<file path="config.mk">
export PLATFORM = sky130hd
export DESIGN_NAME = smpf_result_queue
export DESIGN_NICKNAME = d
export VERILOG_FILES = /design/src/sv/smpf_pkg.sv /design/src/sv/smpf_result_queue.sv
export SDC_FILE = /design/constraint.sdc
export NUM_CORES = 1
export LEC_CHECK = 0
export ABC_AREA = 1
export BUFFER_PORTS_ARGS = -buffer_cell sky130_fd_sc_hd__buf_2
export CAP_MARGIN = 20
export CORE_MARGIN = 1
export CORE_UTILIZATION = 57
export CTS_CLUSTER_SIZE = 24
export DETAILED_ROUTE_END_ITERATION = 12
export GPL_TIMING_DRIVEN = 0
export PLACE_DENSITY_LB_ADDON = 0.12
export SLEW_MARGIN = 20
export SYNTH_ARGS = -nofsm -noshare
export SYNTH_HDL_FRONTEND = slang
export SYNTH_SLANG_ARGS = --single-unit
</file>
<file path="constraint.sdc">
create_clock -name i_clk -period 4.1 [get_ports i_clk]
set_input_delay 0.41 -clock i_clk [delete_from_list [all_inputs] [get_ports i_clk]]
set_output_delay 0.41 -clock i_clk [all_outputs]
set_load 0.05 [all_outputs]
</file>
<file path="src/sv/smpf_pkg.sv">
`timescale 1ns / 1ps

package smpf_pkg;

    localparam int MAX_COLUMNS = 512;
    localparam int MAX_ROWS    = 512;
    localparam int SCORE_BITS  = 16;
    localparam int THR_W       = 16;
    localparam int COL_W       = $clog2(MAX_COLUMNS);
    localparam int ROW_W       = $clog2(MAX_ROWS);
    localparam int PEAK_POS_W  = 9;
    localparam int SIZE_W      = 10;
    localparam int CFG_IDX_W   = 2;
    localparam int CFG_DATA_W  = 16;
    localparam int NUM_CAND    = 4;
    localparam int CAND_IDX_W  = $clog2(NUM_CAND);
    localparam int NUM_NB      = 8;
    localparam int LINE_W      = 2 * SCORE_BITS;

    typedef enum logic [CFG_IDX_W-1:0] {
        CFG_THRESHOLD   = 2'd0,
        CFG_MAP_COLUMNS = 2'd1,
        CFG_MAP_ROWS    = 2'd2
    } t_cfg_index;

    typedef logic signed [SCORE_BITS-1:0] t_score;
    typedef logic signed [THR_W-1:0]      t_thr;
    typedef logic [COL_W-1:0]             t_col;
    typedef logic [ROW_W-1:0]             t_row;
    typedef logic [LINE_W-1:0]            t_line;

    // Where the current cell sits relative to the map edges.
    typedef struct packed {
        logic c_ge1;
        logic c_ge2;
        logic r_ge1;
        logic r_ge2;
        logic c_last;
        logic r_last;
    } t_pos_flags;

    typedef struct packed {
        t_col   col;
        t_row   row;
        t_score value;
    } t_peak;

    // Strictly above the threshold and above every neighbour that is inside the map.
    function automatic logic peak_test(t_score ctr, logic [NUM_NB-1:0][SCORE_BITS-1:0] nb,
                                       logic [NUM_NB-1:0] nb_en, t_thr thr);
        logic ok;
        ok = (ctr > thr);
        for (int k = 0; k < NUM_NB; k++) begin
            if (nb_en[k] && !(ctr > $signed(nb[k]))) begin
                ok = 1'b0;
            end
        end
        return ok;
    endfunction

    function automatic t_col last_col_of(logic [SIZE_W-1:0] size);
        t_col lim;
        if (size == '0) begin
            lim = '0;
        end else if (int'(size) > MAX_COLUMNS) begin
            lim = COL_W'(MAX_COLUMNS - 1);
        end else begin
            lim = COL_W'(size - 1'b1);
        end
        return lim;
    endfunction

    function automatic t_row last_row_of(logic [SIZE_W-1:0] size);
        t_row lim;
        if (size == '0) begin
            lim = '0;
        end else if (int'(size) > MAX_ROWS) begin
            lim = ROW_W'(MAX_ROWS - 1);
        end else begin
            lim = ROW_W'(size - 1'b1);
        end
        return lim;
    endfunction

endpackage

</file>
<file path="src/sv/smpf_result_queue.sv">
`timescale 1ns / 1ps

module smpf_result_queue (
    input  logic                                     i_clk,
    input  logic                                     i_rst_n,
    input  logic                                     i_load,
    input  logic [smpf_pkg::NUM_CAND-1:0]            i_hit,
    input  smpf_pkg::t_peak [smpf_pkg::NUM_CAND-1:0] i_cand,
    output logic                                     o_can_load,
    output logic                                     o_out_valid,
    input  logic                                     i_out_ready,
    output smpf_pkg::t_peak                          o_peak,
    output logic                                     o_run_end
);
    import smpf_pkg::*;

    logic [NUM_CAND-1:0]  r_mask;
    logic [NUM_CAND-1:0]  w_rest;
    t_peak                r_cand [NUM_CAND];
    logic                 r_out_valid;
    t_peak                r_out_peak;
    logic                 r_out_end;
    logic [CAND_IDX_W-1:0] w_pick;
    logic                 w_out_adv;
    logic                 w_pop;

    // Results of one cell leave in raster order, lowest candidate first.
    always_comb begin
        w_pick = '0;
        for (int k = NUM_CAND - 1; k >= 0; k--) begin
            if (r_mask[k]) begin
                w_pick = CAND_IDX_W'(k);
            end
        end
    end

    assign w_rest     = r_mask & (r_mask - NUM_CAND'(1));
    assign w_out_adv  = !r_out_valid || i_out_ready;
    assign w_pop      = w_out_adv && (r_mask != '0);
    assign o_can_load = (r_mask == '0) || (w_pop && (w_rest == '0));

    always_ff @(posedge i_clk) begin
        if (!i_rst_n) begin
            r_mask      <= '0;
            r_out_valid <= 1'b0;
        end else begin
            if (i_load) begin
                r_mask <= i_hit;
            end else if (w_pop) begin
                r_mask <= w_rest;
            end
            if (w_out_adv) begin
                r_out_valid <= (r_mask != '0);
            end
        end
    end

    always_ff @(posedge i_clk) begin
        if (i_load) begin
            for (int k = 0; k < NUM_CAND; k++) begin
                r_cand[k] <= i_cand[k];
            end
        end
        if (w_pop) begin
            r_out_peak <= r_cand[w_pick];
            r_out_end  <= (w_rest == '0);
        end
    end

    assign o_out_valid = r_out_valid;
    assign o_peak      = r_out_peak;
    assign o_run_end   = r_out_end;

endmodule

</file>
; ---- Yosys cells after proc, flatten, opt, wreduce, memory -nomap -nowiden
; Memory sizes are Yosys's and may differ from the RTL's. A register that Yosys moved wholly into a read port is not among the register bits.
; Index checks and enable logic that the tools add are counted.
[totals]
inputBits = 144
ramBits = 136
n_memories = 1
word_cells = 23
out_inout_bits = 37
regBits = 6
[memory_table]
columns = name, words, width, rd, rd_clocked_by_memory_dff, write_ports, line
row1 = r_cand, 4, 34, 1, 1, 4, smpf_result_queue.sv:19  ; t_peak r_cand [NUM_CAND];
[classes]
n_reduce_logical = 9
n_bitwise = 1
n_addsub = 1
mux = 8
[op_table]
columns = op, count
row1 = 4-bit zero test, 2
row2 = 2-bit two-way mux, 4
row3 = 4-bit two-way mux, 2
row4 = 4-bit bitwise AND, 1
row5 = 4-bit nonzero test, 1
row6 = 4-bit by 1-bit subtractor with 4-bit output (second input constant), 1
row7 = 1-bit logical AND, 2
row8 = 1-bit logical OR, 2
row9 = 1-bit two-way mux, 2
row10 = 2-bit nonzero test, 1
row11 = 1-bit zero test, 1

; ---- Depth between registers and ports, before layout
[depth]
word_depth = 5
mapped_depth = 9
depth_no_buf = 7

; ---- Worst setup path before layout
; Ideal clock, no wire load.
[synth_path]
path_kind = reg-to-output
startpoint = register r_mask[0]
endpoint = output port o_can_load
arrival_ns = 1.814
path_slack_ns = 1.876
t_required_ns = 3.690
n_path_buf = 0
path_stages_with_launch = 6
path_cell_list = dfxtp_1 -> inv_2 -> nand2_1 -> a21oi_1 -> nand2_1 -> o21ai_0
[synth_via]
elab_chain_len = 5
word_cells_on_any_way = 8
classes_between = add/sub (1) / bitwise (1) / reduce/logical (6)
[synth_rtl]
columns = element, line
row1 = "start, declared", smpf_result_queue.sv:17  ; logic [NUM_CAND-1:0] r_mask;
row2 = "start signal, assigned", smpf_result_queue.sv:48  ; r_mask <= i_hit;
row3 = "start signal, assigned", smpf_result_queue.sv:50  ; r_mask <= w_rest;
row4 = 4-bit by 1-bit subtractor with 4-bit output, smpf_result_queue.sv:37  ; assign w_rest = r_mask & (r_mask - NUM_CAND'(1));
row5 = 4-bit bitwise AND, smpf_result_queue.sv:37
row6 = 4-bit zero test, smpf_result_queue.sv:40  ; assign o_can_load = (r_mask == '0) || (w_pop && (w_rest == '0));
row7 = 1-bit logical AND, smpf_result_queue.sv:40
row8 = 1-bit logical OR *, smpf_result_queue.sv:40
row9 = "end, declared", smpf_result_queue.sv:9  ; output logic o_can_load,
; Mark *: on every way between the ends. The rest lies on a longest branch, timed or not.

; ---- Worst setup path after layout
; Ends and elaborated chain as after synthesis.

==> impl_metrics.json <==
{
  "outcome": "complete, no violations",
  "max_slew.worst_pin.slew_ns": 0.646,
  "drcViolationCount": 0,
  "fillCellCount": 815,
  "worst-path-max-fanout": 7,
  "max_stage_delay_ns": 0.34,
  "ios": 181,
  "critPathKind": "flop to output port",
  "firstDrtPassIters": 6,
  "setup_viol": 0,
  "required_ns": 3.69,
  "grt_pass1_wl_mm": 22.7,
  "rows": 40,
  "die_y_um": 113,
  "cts_buffer_depth": 2,
  "syn_nets": 700,
  "post_cts_resized": 0,
  "synth_top_family_by_area": "simple AND/OR/NAND/NOR gates",
  "drt_wl_total_mm": 14.8,
  "routabilityCongestion": 0.821,
  "r2r-end": "o_peak[31]",
  "synthXorXnorAreaFrac_pct": 0,
  "cp_cell_sequence": "inv_2 -> nand2_1 -> a21oi_1 -> nand2_1 -> o21ai_0 -> buf_2",
  "post-cts-setup-buffer-count": 0,
  "hold_viol_final": 0,
  "grt.overflow.total": 0,
  "grt_max_degree": 75,
  "regArea_mm2": 0.00524,
  "numPortBuffers": 180,
  "ys_ff_latch": 176,
  "num_vias": 4786,
  "first_iter_violations": 469,
  "viasPerCell": 5.11,
  "ant_nets": 0,
  "fin_crit_sh_pct": 52.4,
  "synth_cell_type_count": 17,
  "wl_per_cell_um": 15.8,
  "multi_input_area_mm2": 0.00140,
  "skew_ns": 0.00927,
  "cp_data_arrival_time_ns": 1.74,
  "setup_tns_ns": 0,
  "dieArea_mm2": 0.0129,
  "drive_above_1_share_pct": 31.0,
  "min_period_ns": 2.15,
  "whs_path_depth": 1,
  "antenna_found_initial": 0,
  "hold_end": "r_cand[1][9]",
  "worstSkewPairLatency_ns": 0.42,
  "clkSinkCount": 176,
  "ys_seq_area_share_pct": 73.9,
  "synthAdderAreaFrac_pct": 0,
  "r2r_cells": 7,
  "fp.coreArea_mm2": 0.0121,
  "fin_util_pct": 73.2,
  "start_kind": "flop",
  "fin_hold_ws_ns": 0.157,
  "rsz0062_at_grt": "no",
  "fin_nets": 901,
  "max_freq_mhz": 465,
  "crit-reg2reg-launch": "r_mask[0]",
  "final_cell_mix": "193 x buf_2, 171 x edfxtp_1, 117 x nand2_1",
  "crit_path_end_kind": "output port",
  "r2r_slack_ns": 2.36,
  "h-tree-depth": 4,
  "synthSimpleGateAreaFrac_pct": 19.0,
  "power.density_mw_per_mm2": 510,
  "area_delta_synth_final_pct": 24.7,
  "hpwl_mm": 9.88,
  "hold_start": "i_cand[43]",
  "cp_common_cell": "nand2_1",
  "synthMuxAreaShare_pct": 0,
  "synthCells": 556,
  "ctsHoldBuffers": 0,
  "clk_pin_slew_ns": 0.06,
  "cp_slowest_cell": "dfxtp_1",
  "grt.total_usage_pct": 24.1,
  "cap_viol_max_count": 0,
  "cts_tree": "yes",
  "preCtsSetupSlack_ns": 2.14,
  "ctsRootBufferMaster": "clkbuf_16",
  "syn_area_per_cell_um2": 12.7,
  "worst_slack_ns": 1.95,
  "cts_made_buffers": 17,
  "ys_warn_count": 0,
  "leakage_uw": 0.00389,
  "finalMaxSlewViolations": 0,
  "synth.cell_area_mm2": 0.00708,
  "final_common_cell": "buf_2",
  "grt_pass1_vias": 4613,
  "power.total_uw": 4500,
  "chipWidth_um": 113,
  "synth_compound_area_share_pct": 0.707,
  "start_util_pct": 58.7,
  "slew_headroom_pct": 56.9,
  "ir_drop_v": 0.000387,
  "hp-class": "input pin to flop",
  "critPathLaunch": "r_mask[0]"
}
## metal layers
layer  track usage (%)  vias up  wire (um)
li1                  -     2305          -
met1              29.7     2242       5920
met2              41.4      219       7500
met3              6.22       20       1170
met4              8.77        0        203
met5                 0        -          0
## through the flow
| stage | cells | area (um^2) |
|---|---|---|
| after global placement | 904 | 8190 |
| after global routing | 936 | 8830 |
| after detailed placement | 906 | 8250 |
| after CTS | 936 | 8830 |
| after floorplan | 556 | 7080 |
| final | 937 | 8830 |
## worst max-delay path, delay by kind of cell, from the launching register on
kind	cells	cell delay (ns)
buf+inv	2	0.45
flops	1	0.34
compound gates	2	0.29
simple gates	2	0.23
## synthesized netlist by cell type, drive strengths merged
cell / n / area, um^2
edfxtp: 171 / 5130
nand2: 120 / 458
a21oi: 5 / 25.0
clkbuf: 6 / 22.5
nor2: 3 / 18.8
nand3b: 68 / 510
dfxtp: 5 / 100
nand3: 72 / 360
buf: 21 / 126
inv: 80 / 300
o21ai: 5 / 25.0
## layout make-up
type	count	area share, %
well taps	168	2.38
clock inverters	12	1.63
diodes	1	0.0283
repair buffers	182	10.9
multi-input cells	273	15.8
plain buffers	27	1.69
clock buffers	18	4.86
inverters	80	3.40
flip-flops and latches	176	59.3
## where the power goes
part | leakage, uW | total, uW | switching (uW) | internal, uW
Combinational | 0.00190 | 693 | 484 | 209
Sequential | 0.00171 | 2220 | 42.2 | 2180
Clock | 0.000283 | 1590 | 640 | 946
Total | 0.00389 | 4500 | 1170 | 3340
## flip-flops by register name, indices dropped and copies added, names as in the netlist
signal,flops
o_peak,34
r_cand,136
o_run_end,1
o_out_valid,1
r_mask,4
## how the worst max path moves through the flow
| stage | endpoint | slack (ns) | cells past startpoint |
|---|---|---|---|
| after floorplan | o_can_load | 1.88 | 5 |
| after detailed placement | r_mask[2] | 2.14 | 7 |
| after global routing | o_can_load | 1.83 | 6 |
| final | o_can_load | 1.95 | 6 |
| after global placement | r_mask[2] | 0.52 | 6 |
| after CTS | o_can_load | 1.92 | 6 |
## cells by family (layout without fill, tap and decap cells)
logic type | Yosys count | count (layout)
AO/OA/AOI/OAI | 10 | 10
buffers and inverters | 107 | 319
flip-flops | 176 | 176
other | 0 | 1
AND/OR/NAND/NOR | 263 | 263
(Power assumes the default switching activity.)
