**src/sv/smpf_pkg.sv**
```systemverilog
`timescale 1ns / 1ps

package smpf_pkg;

    localparam int MAX_COLUMNS = 512;
    localparam int MAX_ROWS    = 512;
    localparam int SCORE_BITS  = 16;
    localparam int THR_W       = 16;
    localparam int COL_W       = $clog2(MAX_COLUMNS);
    localparam int ROW_W       = $clog2(MAX_ROWS);
    localparam int PEAK_POS_W  = 9;
    localparam int SIZE_W      = 10;
    localparam int CFG_IDX_W   = 2;
    localparam int CFG_DATA_W  = 16;
    localparam int NUM_CAND    = 4;
    localparam int CAND_IDX_W  = $clog2(NUM_CAND);
    localparam int NUM_NB      = 8;
    localparam int LINE_W      = 2 * SCORE_BITS;

    typedef enum logic [CFG_IDX_W-1:0] {
        CFG_THRESHOLD   = 2'd0,
        CFG_MAP_COLUMNS = 2'd1,
        CFG_MAP_ROWS    = 2'd2
    } t_cfg_index;

    typedef logic signed [SCORE_BITS-1:0] t_score;
    typedef logic signed [THR_W-1:0]      t_thr;
    typedef logic [COL_W-1:0]             t_col;
    typedef logic [ROW_W-1:0]             t_row;
    typedef logic [LINE_W-1:0]            t_line;

    // Where the current cell sits relative to the map edges.
    typedef struct packed {
        logic c_ge1;
        logic c_ge2;
        logic r_ge1;
        logic r_ge2;
        logic c_last;
        logic r_last;
    } t_pos_flags;

    typedef struct packed {
        t_col   col;
        t_row   row;
        t_score value;
    } t_peak;

    // Strictly above the threshold and above every neighbour that is inside the map.
    function automatic logic peak_test(t_score ctr, logic [NUM_NB-1:0][SCORE_BITS-1:0] nb,
                                       logic [NUM_NB-1:0] nb_en, t_thr thr);
        logic ok;
        ok = (ctr > thr);
        for (int k = 0; k < NUM_NB; k++) begin
            if (nb_en[k] && !(ctr > $signed(nb[k]))) begin
                ok = 1'b0;
            end
        end
        return ok;
    endfunction

    function automatic t_col last_col_of(logic [SIZE_W-1:0] size);
        t_col lim;
        if (size == '0) begin
            lim = '0;
        end else if (int'(size) > MAX_COLUMNS) begin
            lim = COL_W'(MAX_COLUMNS - 1);
        end else begin
            lim = COL_W'(size - 1'b1);
        end
        return lim;
    endfunction

    function automatic t_row last_row_of(logic [SIZE_W-1:0] size);
        t_row lim;
        if (size == '0) begin
            lim = '0;
        end else if (int'(size) > MAX_ROWS) begin
            lim = ROW_W'(MAX_ROWS - 1);
        end else begin
            lim = ROW_W'(size - 1'b1);
        end
        return lim;
    endfunction

endpackage

```
**src/sv/smpf_window.sv**
```systemverilog
`timescale 1ns / 1ps

module smpf_window (
    input  logic                                i_clk,
    input  logic                                i_go,
    input  smpf_pkg::t_score                    i_score,
    input  smpf_pkg::t_line                     i_col_data,
    input  smpf_pkg::t_col                      i_col,
    input  smpf_pkg::t_row                      i_row,
    input  smpf_pkg::t_pos_flags                i_flags,
    input  smpf_pkg::t_thr                      i_threshold,
    output smpf_pkg::t_line                     o_wr_data,
    output logic [smpf_pkg::NUM_CAND-1:0]       o_cand_hit,
    output smpf_pkg::t_peak [smpf_pkg::NUM_CAND-1:0] o_cand
);
    import smpf_pkg::*;

    // Index 0 is row r-2, 1 is row r-1, 2 is the current row r.
    t_score r_col_a [3];
    t_score r_col_b [3];
    t_score w_col_c [3];

    logic [NUM_CAND-1:0][NUM_NB-1:0][SCORE_BITS-1:0] w_nb;
    logic [NUM_CAND-1:0][NUM_NB-1:0]                 w_nb_en;
    t_score                                          w_ctr [NUM_CAND];
    logic                                            w_cand_en [NUM_CAND];
    t_col                                            w_col_m1;
    t_row                                            w_row_m1;
    logic                                            c1;
    logic                                            c2;
    logic                                            r1;
    logic                                            r2;

    assign w_col_c[0] = t_score'(i_col_data[SCORE_BITS-1:0]);
    assign w_col_c[1] = t_score'(i_col_data[LINE_W-1:SCORE_BITS]);
    assign w_col_c[2] = i_score;
    assign o_wr_data  = {i_score, i_col_data[LINE_W-1:SCORE_BITS]};

    assign w_col_m1 = i_col - COL_W'(1);
    assign w_row_m1 = i_row - ROW_W'(1);
    assign c1 = i_flags.c_ge1;
    assign c2 = i_flags.c_ge2;
    assign r1 = i_flags.r_ge1;
    assign r2 = i_flags.r_ge2;

    always_ff @(posedge i_clk) begin
        if (i_go) begin
            r_col_a <= r_col_b;
            r_col_b <= w_col_c;
        end
    end

    always_comb begin
        // Cell (c-1, r-1): full window.
        w_ctr[0]     = r_col_b[1];
        w_cand_en[0] = r1 && c1;
        w_nb[0]      = {r_col_b[0], r_col_b[2], r_col_a[0], r_col_a[1],
                        r_col_a[2], w_col_c[0], w_col_c[1], w_col_c[2]};
        w_nb_en[0]   = {r2, 1'b1, c2 && r2, c2, c2, r2, 1'b1, 1'b1};

        // Cell (c, r-1) on the right edge: no column to its right.
        w_ctr[1]     = w_col_c[1];
        w_cand_en[1] = r1 && i_flags.c_last;
        w_nb[1]      = {w_col_c[0], w_col_c[2], r_col_b[0], r_col_b[1],
                        r_col_b[2], w_col_c[0], w_col_c[0], w_col_c[0]};
        w_nb_en[1]   = {r2, 1'b1, c1 && r2, c1, c1, 1'b0, 1'b0, 1'b0};

        // Cell (c-1, r) in the last row: no row below it.
        w_ctr[2]     = r_col_b[2];
        w_cand_en[2] = i_flags.r_last && c1;
        w_nb[2]      = {r_col_b[1], r_col_a[1], r_col_a[2], w_col_c[1],
                        w_col_c[2], w_col_c[2], w_col_c[2], w_col_c[2]};
        w_nb_en[2]   = {r1, c2 && r1, c2, r1, 1'b1, 1'b0, 1'b0, 1'b0};

        // Cell (c, r): the final cell of the map.
        w_ctr[3]     = w_col_c[2];
        w_cand_en[3] = i_flags.r_last && i_flags.c_last;
        w_nb[3]      = {w_col_c[1], r_col_b[1], r_col_b[2], w_col_c[1],
                        w_col_c[1], w_col_c[1], w_col_c[1], w_col_c[1]};
        w_nb_en[3]   = {r1, c1 && r1, c1, 1'b0, 1'b0, 1'b0, 1'b0, 1'b0};
    end

    always_comb begin
        for (int k = 0; k < NUM_CAND; k++) begin
            o_cand_hit[k]   = w_cand_en[k] && peak_test(w_ctr[k], w_nb[k], w_nb_en[k],
                                                        i_threshold);
            o_cand[k].value = w_ctr[k];
        end
        o_cand[0].col = w_col_m1;
        o_cand[0].row = w_row_m1;
        o_cand[1].col = i_col;
        o_cand[1].row = w_row_m1;
        o_cand[2].col = w_col_m1;
        o_cand[2].row = i_row;
        o_cand[3].col = i_col;
        o_cand[3].row = i_row;
    end

endmodule

```
**config.mk**
```make
export PLATFORM = sky130hd
export DESIGN_NAME = smpf_window
export DESIGN_NICKNAME = d
export VERILOG_FILES = /design/src/sv/smpf_pkg.sv /design/src/sv/smpf_window.sv
export SDC_FILE = /design/constraint.sdc
export NUM_CORES = 1
export LEC_CHECK = 0
export BUFFER_PORTS_ARGS = -buffer_cell sky130_fd_sc_hd__buf_4
export CAP_MARGIN = 20
export CELL_PAD_IN_SITES_DETAIL_PLACEMENT = 1
export CELL_PAD_IN_SITES_GLOBAL_PLACEMENT = 1
export CORE_ASPECT_RATIO = 0.5
export CORE_MARGIN = 2
export CORE_UTILIZATION = 44
export DETAILED_ROUTE_END_ITERATION = 6
export GPL_ROUTABILITY_DRIVEN = 0
export GPL_TIMING_DRIVEN = 0
export PLACE_DENSITY = 0.89
export SLEW_MARGIN = 20
export SYNTH_ARGS = -nofsm -noshare
export SYNTH_HDL_FRONTEND = slang
export SYNTH_SLANG_ARGS = --single-unit
export TNS_END_PERCENT = 50
```
**constraint.sdc**
```tcl
create_clock -name i_clk -period 6.4 [get_ports i_clk]
set_input_delay 0.32 -clock i_clk [delete_from_list [all_inputs] [get_ports i_clk]]
set_output_delay 0.32 -clock i_clk [all_outputs]
set_load 0.01 [all_outputs]
```
# Word level (Yosys, flattened, before mapping)
# Index checks and enable logic that the tools add are counted.
# op_classes
addsub,2
n_mux,21
order_cmp,25
n_reduce_logical,43
# op_table
op,count
$gt A16 B16 Y1,25
$logic_and A1 B1 Y1,27
$mux W1,21
$sub A9 B1 Y9 const B,2
$logic_not A1 Y1,16
# word_totals
word_cells,97
register_bits,96

# Logic depth before layout (Yosys ltp)
# Gate-level depths: netlist (run 1).
# depth
depth_word,10
mapped_depth,9
mapped_depth_nobuf,9

# Worst setup path before layout (run 1)
# Ideal clock, no wire load.
# synth_path
kind,reg2out
startpoint,reg r_col_b (netlist bit o_cand[1])
endpoint,out o_cand_hit[0] in the netlist's numbering
path_stages_with_launch,9
path_slack_ns,3.592
arrival_time_ns,2.488
path_cell_list,edfxtp_1 -> ha_1 -> nor2b_2 -> o211ai_2 -> a2111oi_2 -> a311oi_1 -> a21oi_1 -> or4_1 -> a2111oi_2
# synth_via
elab_chain_len,10
# synth_rtl
element,line_no,source
start: declaration,smpf_window.sv:20,t_score r_col_b [3];
start signal: assignment,smpf_window.sv:49,r_col_b <= w_col_c;
$gt A16 B16 Y1 (on tied branches),"smpf_pkg.sv:52, smpf_pkg.sv:54",
$mux W1 / $logic_not A1 Y1 (equally long branches),smpf_pkg.sv:54,if (nb_en[k] && !(ctr > $signed(nb[k]))) begin
$mux W1 / $logic_and A1 B1 Y1 (equally long branches),smpf_pkg.sv:54,
$mux W1 (5 in a row),smpf_pkg.sv:54,
$mux W1 (*),smpf_pkg.sv:54,
$logic_and A1 B1 Y1 (*),smpf_window.sv:85,"o_cand_hit[k] = w_cand_en[k] && peak_test(w_ctr[k], w_nb[k], w_nb_en[k],"
end: declaration,smpf_window.sv:13,"output logic [smpf_pkg::NUM_CAND-1:0] o_cand_hit,"
# Every way passes the cells marked *; elsewhere a longest branch is shown, timed or not.

# Worst setup path in the final report (run 1)
# layout_path
startpoint,reg r_col_b (netlist bit o_cand[15])
endpoint,out o_cand_hit[0] in the netlist's numbering
# Same word-level chain as after synthesis.

==> results.json, run 1 <==
{
  "status": "completed",
  "dp_hpwl_um": 35000,
  "min_period_ns": 5.03,
  "syn_inst": 1223,
  "finalInstanceArea_um2": 14300,
  "max_freq_mhz": 199,
  "portBuffers": 261,
  "crit_fanout": 9,
  "multi_input_area_um2": 7000,
  "drt-pass1-iter-count": 5,
  "cp_data_required_time_ns": 6.08,
  "antenna_left": 0,
  "tightest_slew_ns": 1.22,
  "drive_above_1_share_pct": 29.0,
  "maxCapViolCount": 0,
  "syn_nets": 1619,
  "crit_arrival_ns": 4.71,
  "dpl.cell_count": 1828,
  "grt_usage_pct": 31.4,
  "wirelength_um": 43700,
  "ys.flop_type": "edfxtp_1",
  "grt_max_degree": 97,
  "power_density_nw_per_um2": 170,
  "insertion_delay_ns": 0.37,
  "ys.warnings.count": 0,
  "core_area_um2": 25500,
  "placed_cell_area_um2": 14000,
  "skew_ns": 0.00880,
  "seq_area_um2": 2880,
  "die_h_um": 119,
  "yosysUniqueCellTypes": 68,
  "seq_power_share_pct": 33.6,
  "grt_pass1_vias": 11600,
  "cp-end-kind": "output port",
  "start_util_pct": 45.5,
  "cp_num_buf_inv": 2,
  "n_antenna_cell": 0,
  "tritoncts": "built",
  "synth.yosys.seq_area_share_pct": 24.8,
  "grt_overflow": 0,
  "hold_path.class": "in -> reg",
  "ys_async_sr_fraction_pct": 0,
  "path_cells": "inv_1 > ha_1 > nand4_1 > nor4_1 > a21boi_1 > a2111oi_0 > mux2i_1 > o2111ai_1 > a2111oi_2 > buf_4",
  "nNetsFinal": 1891,
  "drt_iter0_drc": 1071,
  "avgViaCountPerCell": 5.96,
  "cts_buffers": 9,
  "die_w_um": 234,
  "crit_slowest_cell": "nor4_1",
  "dp_slack_ns": 2.13,
  "rsz0062_at_grt": "no",
  "cts_setup_buffers": 0,
  "tns_ns": 0,
  "cts_root_buf": "clkbuf_16",
  "route.detailed.drc": 0,
  "fin_cells": 1844,
  "htreeDepth": 3,
  "slowest_delay_ns": 1.07,
  "relSlewSlack_pct": 18.1,
  "start_kind": "flip-flop",
  "p_leak_uw": 0.00742,
  "p_int_uw": 1570,
  "path_clk_slew_ns": 0.08,
  "grt_pass1_wl_um": 66500,
  "wire_per_inst_um": 23.7,
  "antenna_found_initial": 3,
  "num_vias": 11000,
  "die_area_um2": 27800,
  "synth_area_um2": 11600,
  "rows": 41,
  "fillers": 2877,
  "finalCritPeriodShare_pct": 78.6,
  "path_delay_family": "simple AND/OR/NAND/NOR gates",
  "cts_buffer_depth": 2,
  "synth-edff-count": 96,
  "hold_violations": 0,
  "ctsResizeCount": 0,
  "syn_to_final_growth_pct": 23.5,
  "synth_area_per_cell_um2": 9.50,
  "drv_slew": 0,
  "pwr-share-clk_pct": 26.2,
  "switchingPower_uw": 866,
  "setup_ws_ns": 1.37,
  "setup_viol": 0,
  "crit_type": "reg -> out",
  "power.share.switching_pct": 35.5,
  "ir_drop_mv": 0.117,
  "cts_hold_buf": 0,
  "p_comb_share_pct": 40.2,
  "pin_count": 262,
  "clkSinkCount": 96,
  "ys_seq_elements": 96
}
[cell families after synthesis]
family          share of synthesized area (%)
fa+ha+maj                                33.0
xor+xnor                                 1.06
compound gates                           14.2
simple gates                             11.8
buf+inv                                  14.9
mux                                     0.269
flops                                    24.8
[sequential cells by signal (all words and copies together), names as in the netlist]
signal and count:
o_cand 32, r_col_a 48, r_col_b 16
[power groups by stage]
stage	Combinational [uW]	Clock [uW]	Sequential [uW]
finish	980	638	819
global route	1070	654	822
CTS	962	635	816
detailed placement	943	0	829
global placement	845	0	826
floorplan	545	0	796
[metal layers]
layer / wire length, um / up-vias / GRT usage (%) / part of all wire [%]
met4: 1270 / 4 / 10.7 / 2.9
met2: 20200 / 584 / 52.1 / 46
met3: 4460 / 121 / 6.97 / 10
met5: 37 / - / 0 / 0.085
met1: 17800 / 5373 / 40.4 / 41
li1: - / 4911 / - / -
[Yosys cell counts, drive strengths merged (3+ instances only)]
library cell | instances | share of area, %
a2111oi | 13 | 1.1
a211oi | 10 | 0.65
a21boi | 4 | 0.26
a21o | 46 | 3.0
a21oi | 92 | 4.0
and3 | 4 | 0.22
and4 | 6 | 0.45
buf | 150 | 9.7
edfxtp | 96 | 25
ha | 306 | 33
inv | 161 | 5.2
nand2 | 49 | 1.7
nand2b | 9 | 0.48
nand3 | 16 | 0.69
nand4 | 64 | 3.5
nor2 | 26 | 0.84
nor2b | 21 | 1.2
nor3 | 16 | 0.73
nor4 | 16 | 0.86
o2111ai | 3 | 0.23
o211ai | 13 | 0.88
o21a | 7 | 0.45
o21ai | 29 | 1.2
o21bai | 3 | 0.23
o31ai | 3 | 0.19
or2 | 4 | 0.22
or3 | 3 | 0.16
xnor2 | 4 | 0.30
xor2 | 10 | 0.75
[final cells by class]
cell class | count | share of cell area [%]
repair buffers | 261 | 13.7
multi-input cells | 816 | 48.8
well taps | 344 | 3.00
plain buffers | 150 | 7.85
flip-flops and latches | 96 | 20.1
inverters | 161 | 4.21
clock buffers | 9 | 1.57
clock inverters | 7 | 0.768
[through the flow]
| stage | power [uW] | hold slack [ns] | utilization [%] |
|---|---|---|---|
| 5_1_grt | 2540 | 0.137 | 56.1 |
| 2_1_floorplan | 1340 | 0.419 | - |
| 6_report | 2440 | 0.137 | 56.1 |
| 3_3_place_gp | 1670 | 0.430 | 54.8 |
| 4_1_cts | 2410 | 0.134 | 56.1 |
| 3_5_place_dp | 1770 | 0.436 | 54.8 |
[worst paths after layout]
check,cells past startpoint,start,endpoint,slack [ns]
worst max-delay path,10,o_cand[15]$_DFFE_PP_,o_cand_hit[0],1.37
worst min register to register,0,r_col_b[43]$_DFFE_PP_,r_col_a[43]$_DFFE_PP_,0.45
worst min-delay path,1,i_col_data[14],r_col_b[46]$_DFFE_PP_,0.14
worst max register to register,0,o_cand[12]$_DFFE_PP_,r_col_a[28]$_DFFE_PP_,5.42
[layout by cell type, fill, tap and decap left out, types with 9 or more instances in the layout]
cell and n:
nand3_1 16, ha_1 306, a2111oi_0 11, nand2b_1 9, nor2b_1 20, inv_1 161
buf_4 410, nand4_1 63, a211oi_1 10, clkbuf_16 9, a21oi_1 92, nor4_1 16
o211ai_1 12, o21ai_0 21, xor2_1 10, nand2_1 48, nor2_1 26, edfxtp_1 96
nor3_1 15, a21o_1 46
No activity file was read; power rests on OpenSTA's default activity.
==> run 2: changes to the inputs <==
- ABC_AREA: unset -> 1
- CORE_UTILIZATION: 44 -> 41
- PLACE_DENSITY: 0.89 -> 0.86
- clock period: 6.4 -> 5.1 ns (I/O delays scaled with it)
==> run 2 against run 1 <==
Final cell count up 20%. Sequential power up 25%. Utilization decreased by 5.0 points. Worst hold slack got worse by 0.069 ns. Die area up 12%. Register-to-register slack lost 1.3 ns. Via count rose by 1.2%. Count of clock-buffer cells in the layout up 1. Sequential share of layout area decreased by 0.70 points. Cell area grew 3.6%. Critical path depth up 3.
==> results.json, run 2 <==
{
  "status": "completed",
  "ys.flop_type": "edfxtp_1",
  "synth_area_leaders": "ha_1 (32%), edfxtp_1 (24%), nand2_1 (10%)",
  "netlist.area_leader.share_pct": 31.5,
  "yosysUniqueCellTypes": 30,
  "placed_cell_area_um2": 14600,
  "cts_root_buf": "clkbuf_16",
  "r2r_cells": 0,
  "ys_async_sr_fraction_pct": 0,
  "syn_nets": 1939,
  "wire_per_inst_um": 17.7,
  "avgViaCountPerCell": 5.03,
  "clkSinkCount": 96,
  "cp-end-kind": "output port",
  "hold_start": "i_col_data[13]",
  "min_path_cells": 1,
  "crit_fanout": 9,
  "finalCritPeriodShare_pct": 67.5,
  "synth.most_common_cell": "nand2_1",
  "crit_type": "reg -> out",
  "dpl.cell_count": 2195,
  "cp_data_required_time_ns": 4.85,
  "ys_seq_elements": 96,
  "synth.largest_area_cell": "ha_1",
  "synth_area_per_cell_um2": 7.87,
  "power.share.switching_pct": 38.1,
  "dp_hpwl_um": 31900,
  "drt-pass1-iter-count": 5,
  "syn_to_final_growth_pct": 22.4,
  "die_w_um": 247,
  "num_vias": 11100,
  "cts_setup_buffers": 0,
  "route.detailed.drc": 0,
  "grt_usage_pct": 25.2,
  "tns_ns": 0,
  "synth.yosys.seq_area_share_pct": 23.7,
  "regToRegEndpoint": "r_col_a[18]$_DFFE_PP_",
  "nNetsFinal": 2211,
  "netlist_top_cells_count": "nand2_1 (334), ha_1 (306), inv_1 (251)",
  "grt_max_degree": 97,
  "r2r-start": "o_cand[2]$_DFFE_PP_",
  "grt_pass1_vias": 11700,
  "syn_inst": 1543,
  "largest_register_ffs": 48,
  "antenna_left": 0,
  "crit_arrival_ns": 3.19,
  "largest-register": "r_col_a",
  "relSlewSlack_pct": 33.1,
  "insertion_delay_ns": 0.37,
  "p_int_uw": 1830,
  "drive_above_1_share_pct": 23.8,
  "die_h_um": 126,
  "drv_slew": 0,
  "antenna_found_initial": 1,
  "portBuffers": 261,
  "ir_drop_mv": 0.144,
  "cts_buffer_depth": 2,
  "min_period_ns": 3.44,
  "max_freq_mhz": 290,
  "htreeDepth": 3,
  "hold_path.class": "in -> reg",
  "maxCapViolCount": 0,
  "ys.warnings.count": 0,
  "rsz0062_at_grt": "no",
  "p_comb_share_pct": 42.8,
  "path_clk_slew_ns": 0.07,
  "hold_violations": 0,
  "wirelength_um": 39200,
  "cts_buffers": 9,
  "die_area_um2": 31100,
  "ctsResizeCount": 0,
  "synth-edff-count": 96,
  "seq_power_share_pct": 34.6,
  "finalInstanceArea_um2": 14900,
  "skew_ns": 0.00734,
  "core_area_um2": 29100,
  "pin_count": 262,
  "power_density_nw_per_um2": 199,
  "setup_viol": 0,
  "mostFrequentLayoutCell": "buf_4",
  "finalPower_uw": 2950,
  "pwr-share-clk_pct": 22.6,
  "rows": 44,
  "switchingPower_uw": 1120,
  "fin_cells": 2211,
  "tightest_slew_ns": 1.00,
  "tritoncts": "built",
  "grt_pass1_wl_um": 61200,
  "min_to": "r_col_b[45]$_DFFE_PP_",
  "reg2reg_slack_ns": 4.14,
  "synth_area_um2": 12100,
  "drt_iter0_drc": 511,
  "most-common-layout-cells": "buf_4 (410), nand2_1 (334), ha_1 (306)",
  "n_antenna_cell": 0,
  "cts_hold_buf": 0,
  "holdWs_ns": 0.0685,
  "start_kind": "flip-flop",
  "p_leak_uw": 0.00834,
  "grt_overflow": 0,
  "start_util_pct": 41.8
}
run 2: cell count changes after synthesis, sizes merged, moves of 8 or more:
cell | previous run | this run
a2111oi | 13 | 0
a211oi | 10 | 2
a21o | 46 | 7
a21oi | 92 | 124
inv | 161 | 251
nand2 | 49 | 335
nand2b | 9 | 0
nand3 | 16 | 56
nand4 | 64 | 17
nor2 | 26 | 100
nor2b | 21 | 0
nor4 | 16 | 0
o211ai | 13 | 0
o21bai | 3 | 12
run 2: area by class of cell:
class,instances,area [um^2]
tap,391,489
clock inverter,6,35.0
clock buffer,10,229
buffer,150,1130
inverter,251,942
fill,3666,14200
multi-input combinational,1046,7190
sequential,96,2880
timing repair buffer,261,1960
run 2: power by group through the flow:
stage | Sequential [uW] | Clock, uW | Combinational (uW)
3_5_place_dp | 1040 | 0 | 1250
3_3_place_gp | 1040 | 0 | 1160
4_1_cts | 1020 | 670 | 1260
2_1_floorplan | 998 | 0 | 760
5_1_grt | 1030 | 702 | 1430
6_report | 1020 | 666 | 1260
run 2: logic make-up (layout without fill, tap and decap cells):
logic type / Yosys count / in the layout / synth area share (%)
AO/OA/AOI/OAI: 191 / 191 / 8.58
XOR/XNOR: 14 / 14 / 1.01
adder cells (fa/ha/maj): 306 / 306 / 31.5
buffers and inverters: 401 / 678 / 17.0
flip-flops: 96 / 96 / 23.7
AND/OR/NAND/NOR: 535 / 535 / 18.1
run 2: worst max-delay path by stage:
stage                    startpoint       endpoint  slack (ns)  cells past startpoint
4_1_cts        o_cand[10]$_DFFE_PP_  o_cand_hit[0]        1.70                     13
6_report       o_cand[15]$_DFFE_PP_  o_cand_hit[0]        1.66                     13
2_1_floorplan  o_cand[15]$_DFFE_PP_  o_cand_hit[0]        3.04                     12
3_3_place_gp   o_cand[15]$_DFFE_PP_  o_cand_hit[0]        2.15                     13
3_5_place_dp   o_cand[10]$_DFFE_PP_  o_cand_hit[0]        2.11                     13
5_1_grt        o_cand[15]$_DFFE_PP_  o_cand_hit[0]        1.48                     13
run 2: per-stage QoR:
stage	util, %	setup slack [ns]
floorplan	-	3.04
CTS	51.1	1.70
global route	51.1	1.48
detailed placement	50.2	2.11
global placement	50.2	2.15
finish	51.1	1.66
run 2: worst max-delay path: stages (launching register included):
cell and delay (ns):
edfxtp_1 0.59, inv_1 0.17, ha_1 0.39, nand2_1 0.11, nor3_1 0.52, nand2_1 0.17
nand2_1 0.09, nand2_1 0.05, nand2_1 0.08, nand3_1 0.09, nor2_1 0.15, nand2_1 0.08
nor2_1 0.16, buf_4 0.15
run 2: per-layer routing:
metal  wire length, um  track usage, %  up-vias
met5                13               0        -
met4               526            5.60        2
met1             17800            33.2     5309
met2             18700            43.5      259
li1                  -               -     5515
met3              2170            4.09       43
==> run 3: changes to the inputs <==
- ABC_AREA: 1 -> 0
- CORE_UTILIZATION: 41 -> 39
- PLACE_DENSITY: 0.86 -> 0.84
- clock period: 5.1 -> 3 ns (I/O delays scaled with it)
==> run 3 against run 2 <==
The run now ends with setup timing left. Count of clock-buffer cells in the layout did not move. Sequential power rose by 66%. Largest power group unchanged. Clock skew rose by 0.019 ns. Critical endpoint is now o_cand_hit[1]. Worst setup slack got worse by 2.7 ns. Critical path type is now in -> out.
==> results.json, run 3 (synthesis results as in run 1) <==
{
  "status": "complete, but fails checks",
  "violations": "setup timing",
  "largest_register_ffs": 48,
  "crit_fanout": 8,
  "grt_pass1_wl_um": 72300,
  "r2r-start": "o_cand[13]$_DFFE_PP_",
  "drt_iter0_drc": 1440,
  "path_clk_slew_ns": 0.09,
  "mostFrequentLayoutCell": "buf_4",
  "rows": 44,
  "drt-pass1-iter-count": 6,
  "hold_start": "i_score[5]",
  "cts_root_buf": "clkbuf_16",
  "die_w_um": 248,
  "num_vias": 12600,
  "cts_buffers": 9,
  "grt_max_degree": 97,
  "dp_hpwl_um": 33500,
  "drive_above_1_share_pct": 36.3,
  "route.detailed.drc": 0,
  "hold_violations": 0,
  "min_to": "o_cand[73]$_DFFE_PP_",
  "finalCritPeriodShare_pct": 136,
  "min_period_ns": 4.09,
  "antenna_left": 0,
  "skew_ns": 0.0264,
  "setup_ws_ns": -1.09,
  "p_leak_uw": 0.00808,
  "start_kind": "primary input",
  "start_util_pct": 39.9,
  "tightest_slew_ns": 1.27,
  "largest-register": "r_col_a",
  "most-common-layout-cells": "buf_4 (503), ha_1 (299), inv_1 (155)",
  "clkSinkCount": 96,
  "wire_per_inst_um": 28.6,
  "nNetsFinal": 2012,
  "ir_drop_mv": 0.315,
  "rsz0062_at_grt": "yes",
  "crit_type": "in -> out",
  "cp_data_required_time_ns": 2.85,
  "crit_arrival_ns": 3.94,
  "htreeDepth": 3,
  "die_h_um": 126,
  "syn_to_final_growth_pct": 36.1,
  "drv_slew": 0,
  "hold_path.class": "in -> reg",
  "tritoncts": "built",
  "min_path_cells": 1,
  "maxCapViolCount": 0,
  "cp-end-kind": "output port",
  "holdWs_ns": 0.00219,
  "reg2reg_slack_ns": 1.66,
  "relSlewSlack_pct": 14.5,
  "regToRegEndpoint": "r_col_a[29]$_DFFE_PP_",
  "grt_pass1_vias": 12300,
  "fillers": 3261,
  "grt_usage_pct": 30.7,
  "r2r_cells": 4,
  "pin_count": 262,
  "wirelength_um": 57600,
  "fin_util_pct": 54.3,
  "avgViaCountPerCell": 6.27,
  "core_area_um2": 29100,
  "portBuffers": 261,
  "setup_viol": 4,
  "power_density_nw_per_um2": 365,
  "antenna_found_initial": 3,
  "cts_buffer_depth": 2,
  "insertion_delay_ns": 0.40,
  "grt_overflow": 0,
  "die_area_um2": 31300,
  "max_freq_mhz": 245
}
## run 3: changes by cell type in the layout (fill, tap and decap cells not counted), sizes merged, moves of 16 or more
cell,previous run,this run
nor2b,0,21
dlygate4sd3,0,17
nor4,0,16
buf,411,515
a21oi,124,92
a21o,7,46
nor2,100,26
nand2,335,49
nand3,56,16
nand4,17,64
inv,252,162
## run 3: worst max path at each step
stage / cells past startpoint / slack [ns] / start / end
floorplan: 8 / 0.36 / o_cand[1]$_DFFE_PP_ / o_cand_hit[0]
finish: 10 / -1.09 / i_col_data[27] / o_cand_hit[1]
global route: 10 / -1.06 / i_col_data[27] / o_cand_hit[1]
detailed placement: 10 / -1.02 / o_cand[15]$_DFFE_PP_ / o_cand_hit[0]
global placement: 10 / -0.99 / o_cand[13]$_DFFE_PP_ / o_cand_hit[0]
CTS: 11 / -0.43 / o_cand[9]$_DFFE_PP_ / o_cand_hit[0]
## run 3: final cells by class
cell class,count,area [um^2],share of cell area (%)
clock inverter,5,81.3,0.515
antenna,1,2.50,0.0158
inverter,161,609,3.86
timing repair buffer,382,2960,18.8
multi-input combinational,816,7420,47.0
buffer,150,1130,7.12
sequential,96,2880,18.2
tap,391,489,3.10
clock buffer,10,229,1.45
## run 3: where the power goes
group          internal, uW  switching, uW  total, uW
Combinational          1170           1540       2710
Clock                   731            645       1380
Sequential             1600           97.6       1690
Total                  3490           2280       5780
## run 3: repair_timing
action                                  4_1_cts  5_1_grt
setup buffers                                71       33
hold buffers                                 16        1
pin swaps                                    27       21
resized for setup                            58       30
endpoints found under the setup margin        4        4
hold endpoints to repair                     16        1
## run 3: metal layers
layer	part of all wire, %	track usage (%)	vias to the layer above
met1	35	37.2	6026
met5	0.20	0	-
met2	45	51.9	989
met4	7.9	13.2	6
li1	-	-	5151
met3	12	7.29	442
## run 3: critical path, stage by stage
cell and delay, ns:
buf_4 0.17, ha_1 0.38, nand4_1 0.24, nor4_1 0.62, a21bo_2 0.33, and4b_1 0.20, o31ai_1 1.01, o2111ai_1 0.36
nor3_1 0.28, buf_4 0.19
## run 3: stage by stage
step / setup TNS, ns / power (uW) / worst slack [ns] / area, um^2 / instances
floorplan: 0 / 2860 / 0.362 / 11600 / 1223
global placement: -2.86 / 3570 / -0.988 / 14100 / 1875
detailed placement: -2.79 / 3750 / -1.02 / 14100 / 1875
CTS: -1.10 / 5240 / -0.430 / 15400 / 1977
global route: -3.50 / 5910 / -1.06 / 15800 / 2011
finish: -3.56 / 5780 / -1.09 / 15800 / 2012
